===== config.mk =====
export PLATFORM = sky130hd
export DESIGN_NAME = csv_cell_tokenizer_core
export DESIGN_NICKNAME = d
export VERILOG_FILES = /design/src/rtl/core/csvct_pkg.sv /design/src/rtl/core/csvct_front.sv /design/src/rtl/core/csvct_queue.sv /design/src/rtl/core/csvct_back.sv /design/src/rtl/core/csv_cell_tokenizer_core.sv
export SDC_FILE = /design/constraint.sdc
export NUM_CORES = 1
export LEC_CHECK = 0
export ABC_CLOCK_PERIOD_IN_PS = 4850
export BUFFER_PORTS_ARGS = -buffer_cell sky130_fd_sc_hd__buf_2
export CORE_UTILIZATION = 45
export DETAILED_ROUTE_END_ITERATION = 12
export PLACE_DENSITY = 0.66
export SLEW_MARGIN = 25
export SYNTH_ARGS = -nofsm -noshare
export SYNTH_HDL_FRONTEND = slang
export SYNTH_HIERARCHICAL = 1
export SYNTH_SLANG_ARGS = --single-unit

===== constraint.sdc =====
create_clock -name clock -period 4.85 [get_ports clock]
set_input_delay 0.7275 -clock clock [delete_from_list [all_inputs] [get_ports clock]]
set_output_delay 0.7275 -clock clock [all_outputs]
set_load 0.02 [all_outputs]

===== src/rtl/core/csvct_pkg.sv =====
`default_nettype none

package csvct_pkg;

   localparam int unsigned CSR_INDEX_W = 2;
   localparam int unsigned CSR_DATA_W  = 64;

   localparam logic [CSR_INDEX_W-1:0] CSR_DELIMITER_CHAR = 2'd0;
   localparam logic [CSR_INDEX_W-1:0] CSR_LAST_COLUMN    = 2'd1;
   localparam logic [CSR_INDEX_W-1:0] CSR_MASK_ENABLE    = 2'd2;
   localparam logic [CSR_INDEX_W-1:0] CSR_COLUMN_MASK    = 2'd3;

   localparam logic [7:0] DELIMITER_RESET   = 8'd44;
   localparam logic [5:0] LAST_COLUMN_RESET = 6'd63;

   localparam logic [7:0] QUOTE_CHAR = 8'h22;
   localparam logic [7:0] LF_CHAR    = 8'h0A;
   localparam logic [7:0] CR_CHAR    = 8'h0D;

   localparam int unsigned NUM_COLUMNS_DEFAULT = 64;
   localparam int unsigned COL_W = 16;
   localparam logic [COL_W-1:0] COUNT_MAX = 16'hFFFF;

   localparam int unsigned QUEUE_DEPTH = 4;
   localparam int unsigned QUEUE_PTR_W = $clog2(QUEUE_DEPTH);
   localparam int unsigned QUEUE_CNT_W = $clog2(QUEUE_DEPTH + 1);

   typedef enum logic [1:0] {
      ACT_CHAR,
      ACT_CELL_END,
      ACT_ROW_END,
      ACT_FLUSH
   } action_type;

   typedef enum logic [1:0] {
      KIND_CHAR     = 2'd0,
      KIND_CELL_END = 2'd1,
      KIND_ROW_END  = 2'd2
   } kind_type;

   typedef struct packed {
      action_type action;
      logic [7:0] char_val;
   } queue_entry_type;

   typedef struct packed {
      logic                   we;
      logic [CSR_INDEX_W-1:0] index;
      logic [CSR_DATA_W-1:0]  data;
   } csr_write_type;

   function automatic logic [COL_W-1:0] sat_inc(input logic [COL_W-1:0] v);
      sat_inc = (v == COUNT_MAX) ? v : v + 1'b1;
   endfunction

endpackage

`default_nettype wire


===== src/rtl/core/csvct_front.sv =====
`default_nettype none

module csvct_front (
   input  wire logic                      clock,
   input  wire logic                      reset,
   input  wire csvct_pkg::csr_write_type  csr,
   input  wire logic                      req_tvalid,
   output logic                           req_tready,
   input  wire logic [7:0]                req_tdata,
   input  wire logic                      req_tlast,
   output logic                           push_valid,
   output csvct_pkg::queue_entry_type     push_entry,
   input  wire logic                      queue_full
);
   import csvct_pkg::*;

   logic       inside_quotes_ff, inside_quotes_in;
   logic       quote_pending_ff, quote_pending_in;
   logic       swallow_lf_ff, swallow_lf_in;
   logic [7:0] delimiter_ff;
   logic       accept;
   logic       quoted;
   logic [7:0] ch;

   assign req_tready = !queue_full;
   assign accept     = req_tvalid && req_tready;
   assign ch         = req_tdata;

   always_comb begin
      inside_quotes_in    = inside_quotes_ff;
      quote_pending_in    = quote_pending_ff;
      swallow_lf_in       = swallow_lf_ff;
      push_valid          = 1'b0;
      push_entry.action   = ACT_CHAR;
      push_entry.char_val = ch;
      quoted              = inside_quotes_ff;
      if (accept) begin
         if (req_tlast) begin
            push_valid        = 1'b1;
            push_entry.action = ACT_FLUSH;
            inside_quotes_in  = 1'b0;
            quote_pending_in  = 1'b0;
            swallow_lf_in     = 1'b0;
         end else if (swallow_lf_ff && ch == LF_CHAR) begin
            swallow_lf_in = 1'b0;
         end else if (quote_pending_ff && ch == QUOTE_CHAR) begin
            // doubled quote inside quotes: literal quote
            swallow_lf_in    = 1'b0;
            quote_pending_in = 1'b0;
            push_valid       = 1'b1;
         end else begin
            swallow_lf_in    = 1'b0;
            quote_pending_in = 1'b0;
            // a pending quote followed by anything else closes quoting
            quoted           = quote_pending_ff ? 1'b0 : inside_quotes_ff;
            inside_quotes_in = quoted;
            if (ch == QUOTE_CHAR) begin
               if (quoted) begin
                  quote_pending_in = 1'b1;
               end else begin
                  inside_quotes_in = 1'b1;
               end
            end else if (!quoted && ch == delimiter_ff) begin
               push_valid        = 1'b1;
               push_entry.action = ACT_CELL_END;
            end else if (!quoted && (ch == LF_CHAR || ch == CR_CHAR)) begin
               push_valid        = 1'b1;
               push_entry.action = ACT_ROW_END;
               swallow_lf_in     = (ch == CR_CHAR);
            end else begin
               push_valid = 1'b1;
            end
         end
      end
   end

   always_ff @(posedge clock) begin
      if (reset) begin
         inside_quotes_ff <= 1'b0;
         quote_pending_ff <= 1'b0;
         swallow_lf_ff    <= 1'b0;
         delimiter_ff     <= DELIMITER_RESET;
      end else begin
         inside_quotes_ff <= inside_quotes_in;
         quote_pending_ff <= quote_pending_in;
         swallow_lf_ff    <= swallow_lf_in;
         if (csr.we && csr.index == CSR_DELIMITER_CHAR) begin
            delimiter_ff <= csr.data[7:0];
         end
      end
   end

endmodule

`default_nettype wire


===== src/rtl/core/csvct_queue.sv =====
`default_nettype none

module csvct_queue (
   input  wire logic                        clock,
   input  wire logic                        reset,
   input  wire logic                        push_valid,
   input  wire csvct_pkg::queue_entry_type  push_entry,
   output logic                             full,
   output logic                             head_valid,
   output csvct_pkg::queue_entry_type       head_entry,
   input  wire logic                        pop
);
   import csvct_pkg::*;

   queue_entry_type        entries_ff [QUEUE_DEPTH];
   logic [QUEUE_PTR_W-1:0] wr_ptr_ff, wr_ptr_in;
   logic [QUEUE_PTR_W-1:0] rd_ptr_ff, rd_ptr_in;
   logic [QUEUE_CNT_W-1:0] count_ff, count_in;
   logic                   do_push;
   logic                   do_pop;

   assign full       = (count_ff == QUEUE_CNT_W'(QUEUE_DEPTH));
   assign head_valid = (count_ff != '0);
   assign head_entry = entries_ff[rd_ptr_ff];
   assign do_push    = push_valid && !full;
   assign do_pop     = pop && head_valid;

   // depth is a power of two, pointers wrap on their own
   always_comb begin
      wr_ptr_in = do_push ? wr_ptr_ff + 1'b1 : wr_ptr_ff;
      rd_ptr_in = do_pop ? rd_ptr_ff + 1'b1 : rd_ptr_ff;
      count_in  = count_ff;
      if (do_push && !do_pop) begin
         count_in = count_ff + 1'b1;
      end else if (do_pop && !do_push) begin
         count_in = count_ff - 1'b1;
      end
   end

   always_ff @(posedge clock) begin
      if (reset) begin
         wr_ptr_ff <= '0;
         rd_ptr_ff <= '0;
         count_ff  <= '0;
      end else begin
         wr_ptr_ff <= wr_ptr_in;
         rd_ptr_ff <= rd_ptr_in;
         count_ff  <= count_in;
      end
   end

   always_ff @(posedge clock) begin
      if (do_push) begin
         entries_ff[wr_ptr_ff] <= push_entry;
      end
   end

endmodule

`default_nettype wire


===== src/rtl/core/csvct_back.sv =====
`default_nettype none

module csvct_back #(
   parameter int unsigned NUM_COLUMNS = csvct_pkg::NUM_COLUMNS_DEFAULT
) (
   input  wire logic                        clock,
   input  wire logic                        reset,
   input  wire csvct_pkg::csr_write_type    csr,
   input  wire logic                        head_valid,
   input  wire csvct_pkg::queue_entry_type  head_entry,
   output logic                             pop,
   output logic                             rsp_tvalid,
   input  wire logic                        rsp_tready,
   output csvct_pkg::kind_type              rsp_kind,
   output logic [7:0]                       rsp_char,
   output logic [csvct_pkg::COL_W-1:0]      rsp_column,
   output logic                             rsp_cell_kept,
   output logic [csvct_pkg::COL_W-1:0]      rsp_row_columns
);
   import csvct_pkg::*;

   localparam int unsigned IDX_W = (NUM_COLUMNS > 1) ? $clog2(NUM_COLUMNS) : 1;

   logic [COL_W-1:0]       column_count_ff, column_count_in;
   logic                   cell_has_chars_ff, cell_has_chars_in;
   logic [5:0]             last_column_ff;
   logic                   mask_enable_ff;
   logic [NUM_COLUMNS-1:0] column_mask_ff;

   logic                   out_valid_ff, out_valid_in;
   kind_type               out_kind_ff, out_kind_in;
   logic [7:0]             out_char_ff, out_char_in;
   logic [COL_W-1:0]       out_column_ff, out_column_in;
   logic                   out_kept_ff, out_kept_in;
   logic [COL_W-1:0]       out_rowcols_ff, out_rowcols_in;

   logic                   col_kept;
   logic                   mask_bit;

   assign mask_bit = (column_count_ff < COL_W'(NUM_COLUMNS))
                     && column_mask_ff[column_count_ff[IDX_W-1:0]];
   assign col_kept = (column_count_ff <= {{(COL_W-6){1'b0}}, last_column_ff})
                     && (!mask_enable_ff || mask_bit);

   // output register free or being drained this cycle
   assign pop = head_valid && (!out_valid_ff || rsp_tready);

   always_comb begin
      column_count_in   = column_count_ff;
      cell_has_chars_in = cell_has_chars_ff;
      out_valid_in      = out_valid_ff && !rsp_tready;
      out_kind_in       = out_kind_ff;
      out_char_in       = out_char_ff;
      out_column_in     = out_column_ff;
      out_kept_in       = out_kept_ff;
      out_rowcols_in    = out_rowcols_ff;
      if (pop) begin
         out_valid_in   = 1'b0;
         out_char_in    = '0;
         out_column_in  = column_count_ff;
         out_kept_in    = 1'b0;
         out_rowcols_in = '0;
         unique case (head_entry.action) inside
            ACT_CHAR: begin
               out_kind_in = KIND_CHAR;
               out_char_in = head_entry.char_val;
               if (col_kept) begin
                  out_valid_in      = 1'b1;
                  cell_has_chars_in = 1'b1;
               end
            end
            ACT_CELL_END: begin
               out_kind_in       = KIND_CELL_END;
               out_valid_in      = col_kept;
               cell_has_chars_in = 1'b0;
               column_count_in   = sat_inc(column_count_ff);
            end
            ACT_ROW_END, ACT_FLUSH: begin
               out_kind_in       = KIND_ROW_END;
               out_kept_in       = col_kept;
               out_rowcols_in    = sat_inc(column_count_ff);
               // flush with nothing pending gives no word
               out_valid_in      = (head_entry.action == ACT_ROW_END)
                                   || (column_count_ff != '0) || cell_has_chars_ff;
               column_count_in   = '0;
               cell_has_chars_in = 1'b0;
            end
            default: begin
               out_kind_in = KIND_CHAR;
            end
         endcase
      end
   end

   always_ff @(posedge clock) begin
      if (reset) begin
         column_count_ff   <= '0;
         cell_has_chars_ff <= 1'b0;
         out_valid_ff      <= 1'b0;
         last_column_ff    <= LAST_COLUMN_RESET;
         mask_enable_ff    <= 1'b0;
         column_mask_ff    <= '1;
      end else begin
         column_count_ff   <= column_count_in;
         cell_has_chars_ff <= cell_has_chars_in;
         out_valid_ff      <= out_valid_in;
         if (csr.we) begin
            case (csr.index)
               CSR_LAST_COLUMN: last_column_ff <= csr.data[5:0];
               CSR_MASK_ENABLE: mask_enable_ff <= csr.data[0];
               CSR_COLUMN_MASK: column_mask_ff <= csr.data[NUM_COLUMNS-1:0];
               default: ;
            endcase
         end
      end
   end

   always_ff @(posedge clock) begin
      out_kind_ff    <= out_kind_in;
      out_char_ff    <= out_char_in;
      out_column_ff  <= out_column_in;
      out_kept_ff    <= out_kept_in;
      out_rowcols_ff <= out_rowcols_in;
   end

   assign rsp_tvalid      = out_valid_ff;
   assign rsp_kind        = out_kind_ff;
   assign rsp_char        = out_char_ff;
   assign rsp_column      = out_column_ff;
   assign rsp_cell_kept   = out_kept_ff;
   assign rsp_row_columns = out_rowcols_ff;

endmodule

`default_nettype wire


===== src/rtl/core/csv_cell_tokenizer_core.sv =====
`default_nettype none

// Channel   Dir  Word contents
// req_      in   tdata[7:0] data_byte; tlast end_of_input
// rsp_      out  tdata data fields; tuser[1:0] kind
// csr_      in   write enable, index 0..3, 64-bit write data
//
// One byte per cycle while the queue has room: the front decodes quotes combinationally and
// the back updates the column counter as it pops each entry.
// A byte reaches its result word through the queue and then the output register.
// A 4-word queue separates front and back; req_tready drops when it is full.
// Reset is synchronous and active high; control registers return to their defaults.
module csv_cell_tokenizer_core #(
   parameter int unsigned NUM_COLUMNS = csvct_pkg::NUM_COLUMNS_DEFAULT
) (
   input  wire logic                               clock,
   input  wire logic                               reset,
   input  wire logic                               req_tvalid,
   output logic                                    req_tready,
   input  wire logic [7:0]                         req_tdata,  // data_byte
   input  wire logic                               req_tlast,
   output logic                                    rsp_tvalid,
   input  wire logic                               rsp_tready,
   // char_out[7:0], column[23:8], cell_kept[24], row_columns[40:25], zero fill
   output logic [47:0]                             rsp_tdata,
   output logic [1:0]                              rsp_tuser,  // kind
   input  wire logic                               csr_we,
   input  wire logic [csvct_pkg::CSR_INDEX_W-1:0]  csr_index,
   input  wire logic [csvct_pkg::CSR_DATA_W-1:0]   csr_wdata
);
   import csvct_pkg::*;

   csr_write_type   csr;
   logic            push_valid;
   queue_entry_type push_entry;
   logic            queue_full;
   logic            head_valid;
   queue_entry_type head_entry;
   logic            pop;
   kind_type        kind;
   logic [7:0]      char_out;
   logic [COL_W-1:0] column;
   logic            cell_kept;
   logic [COL_W-1:0] row_columns;

   assign csr.we    = csr_we;
   assign csr.index = csr_index;
   assign csr.data  = csr_wdata;

   csvct_front u_front (
      .clock      (clock),
      .reset      (reset),
      .csr        (csr),
      .req_tvalid (req_tvalid),
      .req_tready (req_tready),
      .req_tdata  (req_tdata),
      .req_tlast  (req_tlast),
      .push_valid (push_valid),
      .push_entry (push_entry),
      .queue_full (queue_full)
   );

   csvct_queue u_queue (
      .clock      (clock),
      .reset      (reset),
      .push_valid (push_valid),
      .push_entry (push_entry),
      .full       (queue_full),
      .head_valid (head_valid),
      .head_entry (head_entry),
      .pop        (pop)
   );

   csvct_back #(
      .NUM_COLUMNS (NUM_COLUMNS)
   ) u_back (
      .clock           (clock),
      .reset           (reset),
      .csr             (csr),
      .head_valid      (head_valid),
      .head_entry      (head_entry),
      .pop             (pop),
      .rsp_tvalid      (rsp_tvalid),
      .rsp_tready      (rsp_tready),
      .rsp_kind        (kind),
      .rsp_char        (char_out),
      .rsp_column      (column),
      .rsp_cell_kept   (cell_kept),
      .rsp_row_columns (row_columns)
   );

   assign rsp_tdata = {7'd0, row_columns, cell_kept, column, char_out};
   assign rsp_tuser = kind;

   // row end reports one more column than its last index, saturated
   a_row_columns: assert property (@(posedge clock) disable iff (reset)
      rsp_tvalid && kind == KIND_ROW_END |-> row_columns == sat_inc(column))
      else $error("row end column total mismatch");

   // only row ends carry kept flag and column total
   a_other_fields: assert property (@(posedge clock) disable iff (reset)
      rsp_tvalid && kind != KIND_ROW_END |-> !cell_kept && row_columns == '0)
      else $error("row end fields set on non row end word");

   // delivered cells lie in the configurable column window
   a_kept_column: assert property (@(posedge clock) disable iff (reset)
      rsp_tvalid && (kind == KIND_CHAR || kind == KIND_CELL_END)
      |-> column[COL_W-1:6] == '0)
      else $error("delivered column outside window");

   // queue is never pushed while full
   a_no_overflow: assert property (@(posedge clock) disable iff (reset)
      push_valid |-> !queue_full)
      else $error("queue overflow");

endmodule

`default_nettype wire


After elaboration in Yosys (flattened, before gate mapping)

Memory sizes are Yosys's and may differ from the RTL's. A register that Yosys moved wholly into a read port is not among the register bits.
Cells that the tools add are included.

Register bits after elaboration: 150
Input port bits: 80
RAM bits: 40
Memories kept: 1

Memories:

| name               | words | width | read ports | clocked after memory_dff | write ports | line              | source |
|---|---|---|---|---|---|---|---|
| u_queue.entries_ff | 4     | 10    | 1          | 1                        | 1           | csvct_queue.sv:15 | `queue_entry_type entries_ff [QUEUE_DEPTH];` |

Eq/ne operators: 15
Magnitude comparators: 3
Reduce and logical (&&, ||, !) cells: 42
Mux-type cells: 44
$add $sub $neg: 5

Operator list:

| cell                                                                          | number |
|---|---|
| 16-bit one-hot mux with 2 select lines                                        | 1 |
| 1-bit two-way mux                                                             | 27 |
| 2-bit two-way mux                                                             | 9 |
| 16-bit by 1-bit adder with 16-bit output, second input constant               | 1 |
| 16-bit equality test, second input constant                                   | 1 |
| 8-bit by 4-bit equality test with 1-bit output, second input constant         | 2 |
| 16-bit by 6-bit <= comparator with 1-bit output                               | 1 |
| 16-bit by 7-bit less-than comparator with 1-bit output, second input constant | 1 |
| 16-bit two-way mux                                                            | 1 |
| 16-bit nonzero test                                                           | 1 |
| 1-bit logical AND                                                             | 14 |
| 2-bit AND reduction                                                           | 5 |
| 2-bit equality test, second input constant                                    | 4 |
| 8-bit by 6-bit equality test with 1-bit output, second input constant         | 1 |
| 8-bit equality test                                                           | 1 |
| 1-bit zero test                                                               | 7 |
| 6-bit by 7-bit less-than comparator with 1-bit output, second input constant  | 1 |
| 1-bit binary-select mux with 6-bit select                                     | 1 |
| 3-bit two-way mux                                                             | 2 |
| 3-bit AND reduction                                                           | 2 |
| 2-bit nonzero test                                                            | 3 |
| 1-bit logical OR                                                              | 5 |
| 2-bit by 1-bit adder with 2-bit output, second input constant                 | 2 |
| 2-bit by 1-bit equality test with 1-bit output, second input constant         | 2 |
| other kinds (12)                                                              | 14 |

Longest topological paths before layout

Depth in word-level cells: 11
Mapped depth: 12
Mapped depth without buffers: 12

Hierarchy

Netlist, hierarchy kept.

Modules (own cells, without submodules):

| module                  | area an instance (µm²) | cells each | times used | sequential area each (µm²) |
|---|---|---|---|---|
| csvct_back              | 5938.2                 | 615        | 1          | 3072.9 |
| csvct_queue             | 1910.6                 | 100        | 1          | 1381.3 |
| csvct_front             | 738.2                  | 86         | 1          | 220.2 |
| csv_cell_tokenizer_core | 63.8                   | 9          | 1          | 0.0 |

Worst setup path before layout

Ideal clock, no wire load.

Kind: in2reg
From: input rsp_tready
To: register u_queue.count_ff[2]
Data required time: 4.780 ns
Library setup time: 0.070 ns
Buffers on the path: 0
Path slack: 1.711 ns
Cell stages on the path: 10
Arrival time: 3.069 ns
Cell sequence: nand2b_1 > nand2_1 > inv_1 > o31ai_2 > ha_1 > inv_1 > fa_1 > xor2_1 > or3_1 > a21oi_1

Word-level cells in the longest chain between the ends: 6
Elaborated cells between the ends (all ways): 8
Classes of those cells: mux: 1; reduce/logical: 7

Ends and longest elaborated chain:

| element                                                 | line                          | source |
|---|---|---|
| start, declared                                         | csv_cell_tokenizer_core.sv:23 | `input wire logic rsp_tready,` |
| 1-bit logical OR *                                      | csvct_back.sv:46              | `assign pop = head_valid && (!out_valid_ff \|\| rsp_tready);` |
| 1-bit logical AND *                                     | csvct_back.sv:46              |  |
| net pop                                                 | csv_cell_tokenizer_core.sv:39 | `logic pop;` |
| 1-bit logical AND *                                     | csvct_queue.sv:26             | `assign do_pop = pop && head_valid;` |
| 1-bit zero test                                         | csvct_queue.sv:33             | `if (do_push && !do_pop) begin` |
| 1-bit logical AND                                       | csvct_queue.sv:33             |  |
| 3-bit two-way mux or 2-bit nonzero test (tied branches) | n/a                           |  |
| end signal, assigned                                    | csvct_queue.sv:48             | `count_ff <= count_in;` |
| end, declared                                           | csvct_queue.sv:18             | `logic [QUEUE_CNT_W-1:0] count_ff, count_in;` |

The timed path passes the listed nets; every way through them passes the cells marked *.
A chain may end at the register's enable or synchronous reset.

Worst setup path after layout

From: register u_back.column_count_ff[2]
To: register u_back.out_rowcols_ff[6], in the netlist u_back/rsp_row_columns[6], data pin

Word-level cells in the longest chain between the ends: 2
Elaborated cells between the ends (all ways): 3
Classes of those cells: add/sub: 1; eq/ne: 1; mux: 1

Ends and longest elaborated chain:

| element                                                                          | line              | source |
|---|---|---|
| start, declared                                                                  | csvct_back.sv:24  | `logic [COL_W-1:0] column_count_ff, column_count_in;` |
| start signal, assigned                                                           | csvct_back.sv:104 | `column_count_ff <= column_count_in;` |
| 16-bit by 1-bit adder with 16-bit output or 16-bit equality test (tied branches) | csvct_pkg.sv:53   | `sat_inc = (v == COUNT_MAX) ? v : v + 1'b1;` |
| 16-bit two-way mux *                                                             | n/a               |  |
| end signal, assigned                                                             | csvct_back.sv:123 | `out_rowcols_ff <= out_rowcols_in;` |
| end, declared                                                                    | csvct_back.sv:35  | `logic [COL_W-1:0] out_rowcols_ff, out_rowcols_in;` |

Mark *: on every way between the ends. The rest lies on a longest branch, timed or not.

==> run metrics <==
status=completed; CP Launch Type=flop; Async S/R FF share, synth=0%; Clock power frac=between 30 and 40%; Internal=3.313 mW; Crit. Startpoint=u_back/column_count_ff[2]$_SDFFE_PP0P_; Final Instance Area=around 10000 µm²; Worst-path clk slew=around 0.07 ns; Final TNS setup=0 ns; Worst VDD drop=315.0 µV; final setup violation count=0; synthesized flop and latch total=about 190; capturing point of the worst reg2reg path=u_back/rsp_row_columns[6]$_SDFFCE_PP0P_; IO Port Bufs=124; Yosys cell types=64; CP Class=reg2reg; Final nets=999; first-pass GRT wire length=29120 µm; top-count cell post-synth=nand2_1; die height=approximately 140 µm; Final HPWL DP=11930 µm; DP Area=9321 µm²; CORE AREA=between 15000 and 20000 µm²; DIE WIDTH=140.7 µm; grt ovf=0; CTS buffer count=17; synth warn=6; Cells after Synth=between 800 and 900; vias in the first global route=5622; Arr. time, crit path=around 3.2 ns; register area share after synthesis=54.04%; Post-Synthesis Cell Area=8651 µm²; cts hold-fix bufs=0; wire length per cell=between 15 and 20 µm; worst clock skew=around 0.0087 ns; post-cts resize count=0; die area=19780 µm²; CP endpoint=u_back/rsp_row_columns[6]$_SDFFCE_PP0P_; period utilisation layout=between 60% and 70%; FF-to-FF setup slack=1.81 ns; pwr dens=478.4 nW/µm²; clock sink count=about 190; measured slew at the worst slew-check pin=0.9575 ns; sw frac=a little under a third; worst r2r path cells=6; Post-synth EDFFs=83; post-CTS setup buffer count=0; Area growth, synth to finish=15.48%; P_sw=1.466 mW; part of the power in registers=between 40% and 50%; worst-skew pair later-pin latency=0.43 ns; Synth Flop Type=dfxtp_1; DRT Pass-1 Iters=5; Yosys top cell area share=between 20% and 30%; RD Place Congestion=0.8395; initial antenna violation count=0; Setup crit end kind=flop; Max-Cap Viols=0; Remaining DRCs=0; RSZ-0062 raised after global routing=no; DR vias/cell=5.215; CTS H-tree lvls=4; post-route insts no fill=1152; CTS tree=done; Lkg Pwr=4.042 nW; CTS root buf=clkbuf_16; antenna viol nets, final=0; initial DRC count=377; Tot Pwr=roughly 4.8 mW; DR vias=roughly 6000; Routed Wire Length=approximately 18000 µm; layout cells sized above 1=20.48%; synthesized area per cell=10.68 µm²; total track usage=18.82%; I/O Pins=about 130; Reg-to-Reg Start=u_back/column_count_ff[2]$_SDFFE_PP0P_; CP Max Fanout=22; max-slew violations=0; Clock Tree Buf Depth=2; Required @ worst endpoint=5.03 ns; Hold Vio Cnt, Final=0; cell taking the most area after synthesis=edfxtp_1; share of total power in combinational logic=23.0%; Slew headroom=a little over a third; largest net degree at the start of global routing=97; commonest cells in the netlist=nand2_1, dfxtp_1, edfxtp_1, nand3b_1, nor2_1; Hold WC Path Type=reg2reg; dpl cells=1120; num rows=50; ranking of synthesized cells by area=edfxtp_1, dfxtp_1, nand2_1; Initial Utilization=46.09%; max frequency=~330 MHz; fin crit period=3.037 ns; Antenna Cells=0
[logic make-up after synthesis]
family	Yosys count	share of synthesized area [%]
AO/OA/AOI/OAI	79	6.581
XOR/XNOR	24	2.430
adder cells (fa/ha/maj)	14	2.112
buffers and inverters	78	4.397
flip-flops	192	54.04
multiplexers	47	7.984
other	1	0.04335
AND/OR/NAND/NOR	375	22.42
[layer usage]
layer	track usage (%)	wire length (µm)	up-vias
met5	0	0	-
met4	7.151	275	0
met3	3.533	699	18
met2	29.88	8166	152
met1	25.63	8533	2798
li1	-	-	3040
[sequential cells by signal, summed over array words and instances (netlist names), named ones only]
register / flops
u_back/mask_enable_ff: 1
u_front/delimiter_ff: 8
u_queue/entries_ff: 40
u_back/rsp_kind: 2
u_queue/rd_ptr_ff: 2
u_queue/wr_ptr_ff: 2
u_back/rsp_cell_kept: 1
u_back/column_mask_ff: 64
u_back/cell_has_chars_ff: 1
u_front/inside_quotes_ff: 1
u_queue/count_ff: 3
u_back/rsp_column: 16
u_back/rsp_row_columns: 16
u_back/rsp_char: 8
u_back/rsp_tvalid: 1
u_front/swallow_lf_ff: 1
u_back/last_column_ff: 6
u_front/quote_pending_ff: 1
u_back/column_count_ff: 16
[cell type report]
type | instances | area (µm²)
multi-input combinational | 546 | 3635
clock inverter | 14 | 219.0
sequential | 192 | 4674
timing repair buffer | 129 | 658.1
fill | 1697 | 8778
inverter | 19 | 71.32
clock buffer | 18 | 439.2
tap | 234 | 292.8
[stage by stage]
step | worst slack, ns | utilization [%] | hold slack [ns]
6_report | 1.813 | 53.23 | 0.4629
5_1_grt | 1.521 | 53.23 | 0.4806
4_1_cts | 1.575 | 53.17 | 0.4662
3_5_place_dp | 1.600 | 49.67 | 0.4497
3_3_place_gp | 1.727 | 49.67 | 0.4419
2_1_floorplan | 1.711 | - | 0.4029
[critical path, cell delays in order (launching register included)]
cell,delay (ns)
dfxtp_1,0.85
and4_1,0.34
and3_1,0.37
nand4_1,0.57
and3_1,0.46
xnor2_1,0.14
nor2_1,0.05
[power by group through the flow]
stage | clock network [mW] | logic (mW) | registers, mW
finish | 1.53 | 1.10 | 2.15
global route | 1.64 | 1.20 | 2.18
CTS | 1.57 | 1.11 | 2.16
detailed placement | 0 | 1.11 | 2.19
global placement | 0 | 1.09 | 2.19
floorplan | 0 | 0.603 | 2.36
[layout by cell type (no fill, tap or decap), types with 10 or more instances in the layout]
master	count
edfxtp_1	83
buf_2	124
ha_1	13
nand4_1	13
xor2_1	10
clkbuf_16	17
mux2i_1	30
nand3_1	13
nor2_1	42
o21ai_0	14
inv_1	17
dfxtp_1	109
a21oi_1	19
mux4_2	11
nand3b_1	75
nand2_1	164
xnor2_1	14
and2_1	15
[worst min path at each step]
stage,startpoint,cells after the start,slack [ns],endpoint
2_1_floorplan,u_back/column_count_ff[8]$_SDFFE_PP0P_,0,0.40,u_back/rsp_column[8]$_DFFE_PP_
3_3_place_gp,u_back/column_mask_ff[62]$_SDFFE_PP1P_,2,0.44,u_back/column_mask_ff[62]$_SDFFE_PP1P_
4_1_cts,u_back/column_mask_ff[13]$_SDFFE_PP1P_,2,0.47,u_back/column_mask_ff[13]$_SDFFE_PP1P_
5_1_grt,u_back/column_mask_ff[28]$_SDFFE_PP1P_,2,0.48,u_back/column_mask_ff[28]$_SDFFE_PP1P_
3_5_place_dp,u_back/column_mask_ff[13]$_SDFFE_PP1P_,2,0.45,u_back/column_mask_ff[13]$_SDFFE_PP1P_
6_report,u_back/column_mask_ff[13]$_SDFFE_PP1P_,2,0.46,u_back/column_mask_ff[13]$_SDFFE_PP1P_
Note: power is estimated with default switching activity, not from simulation.
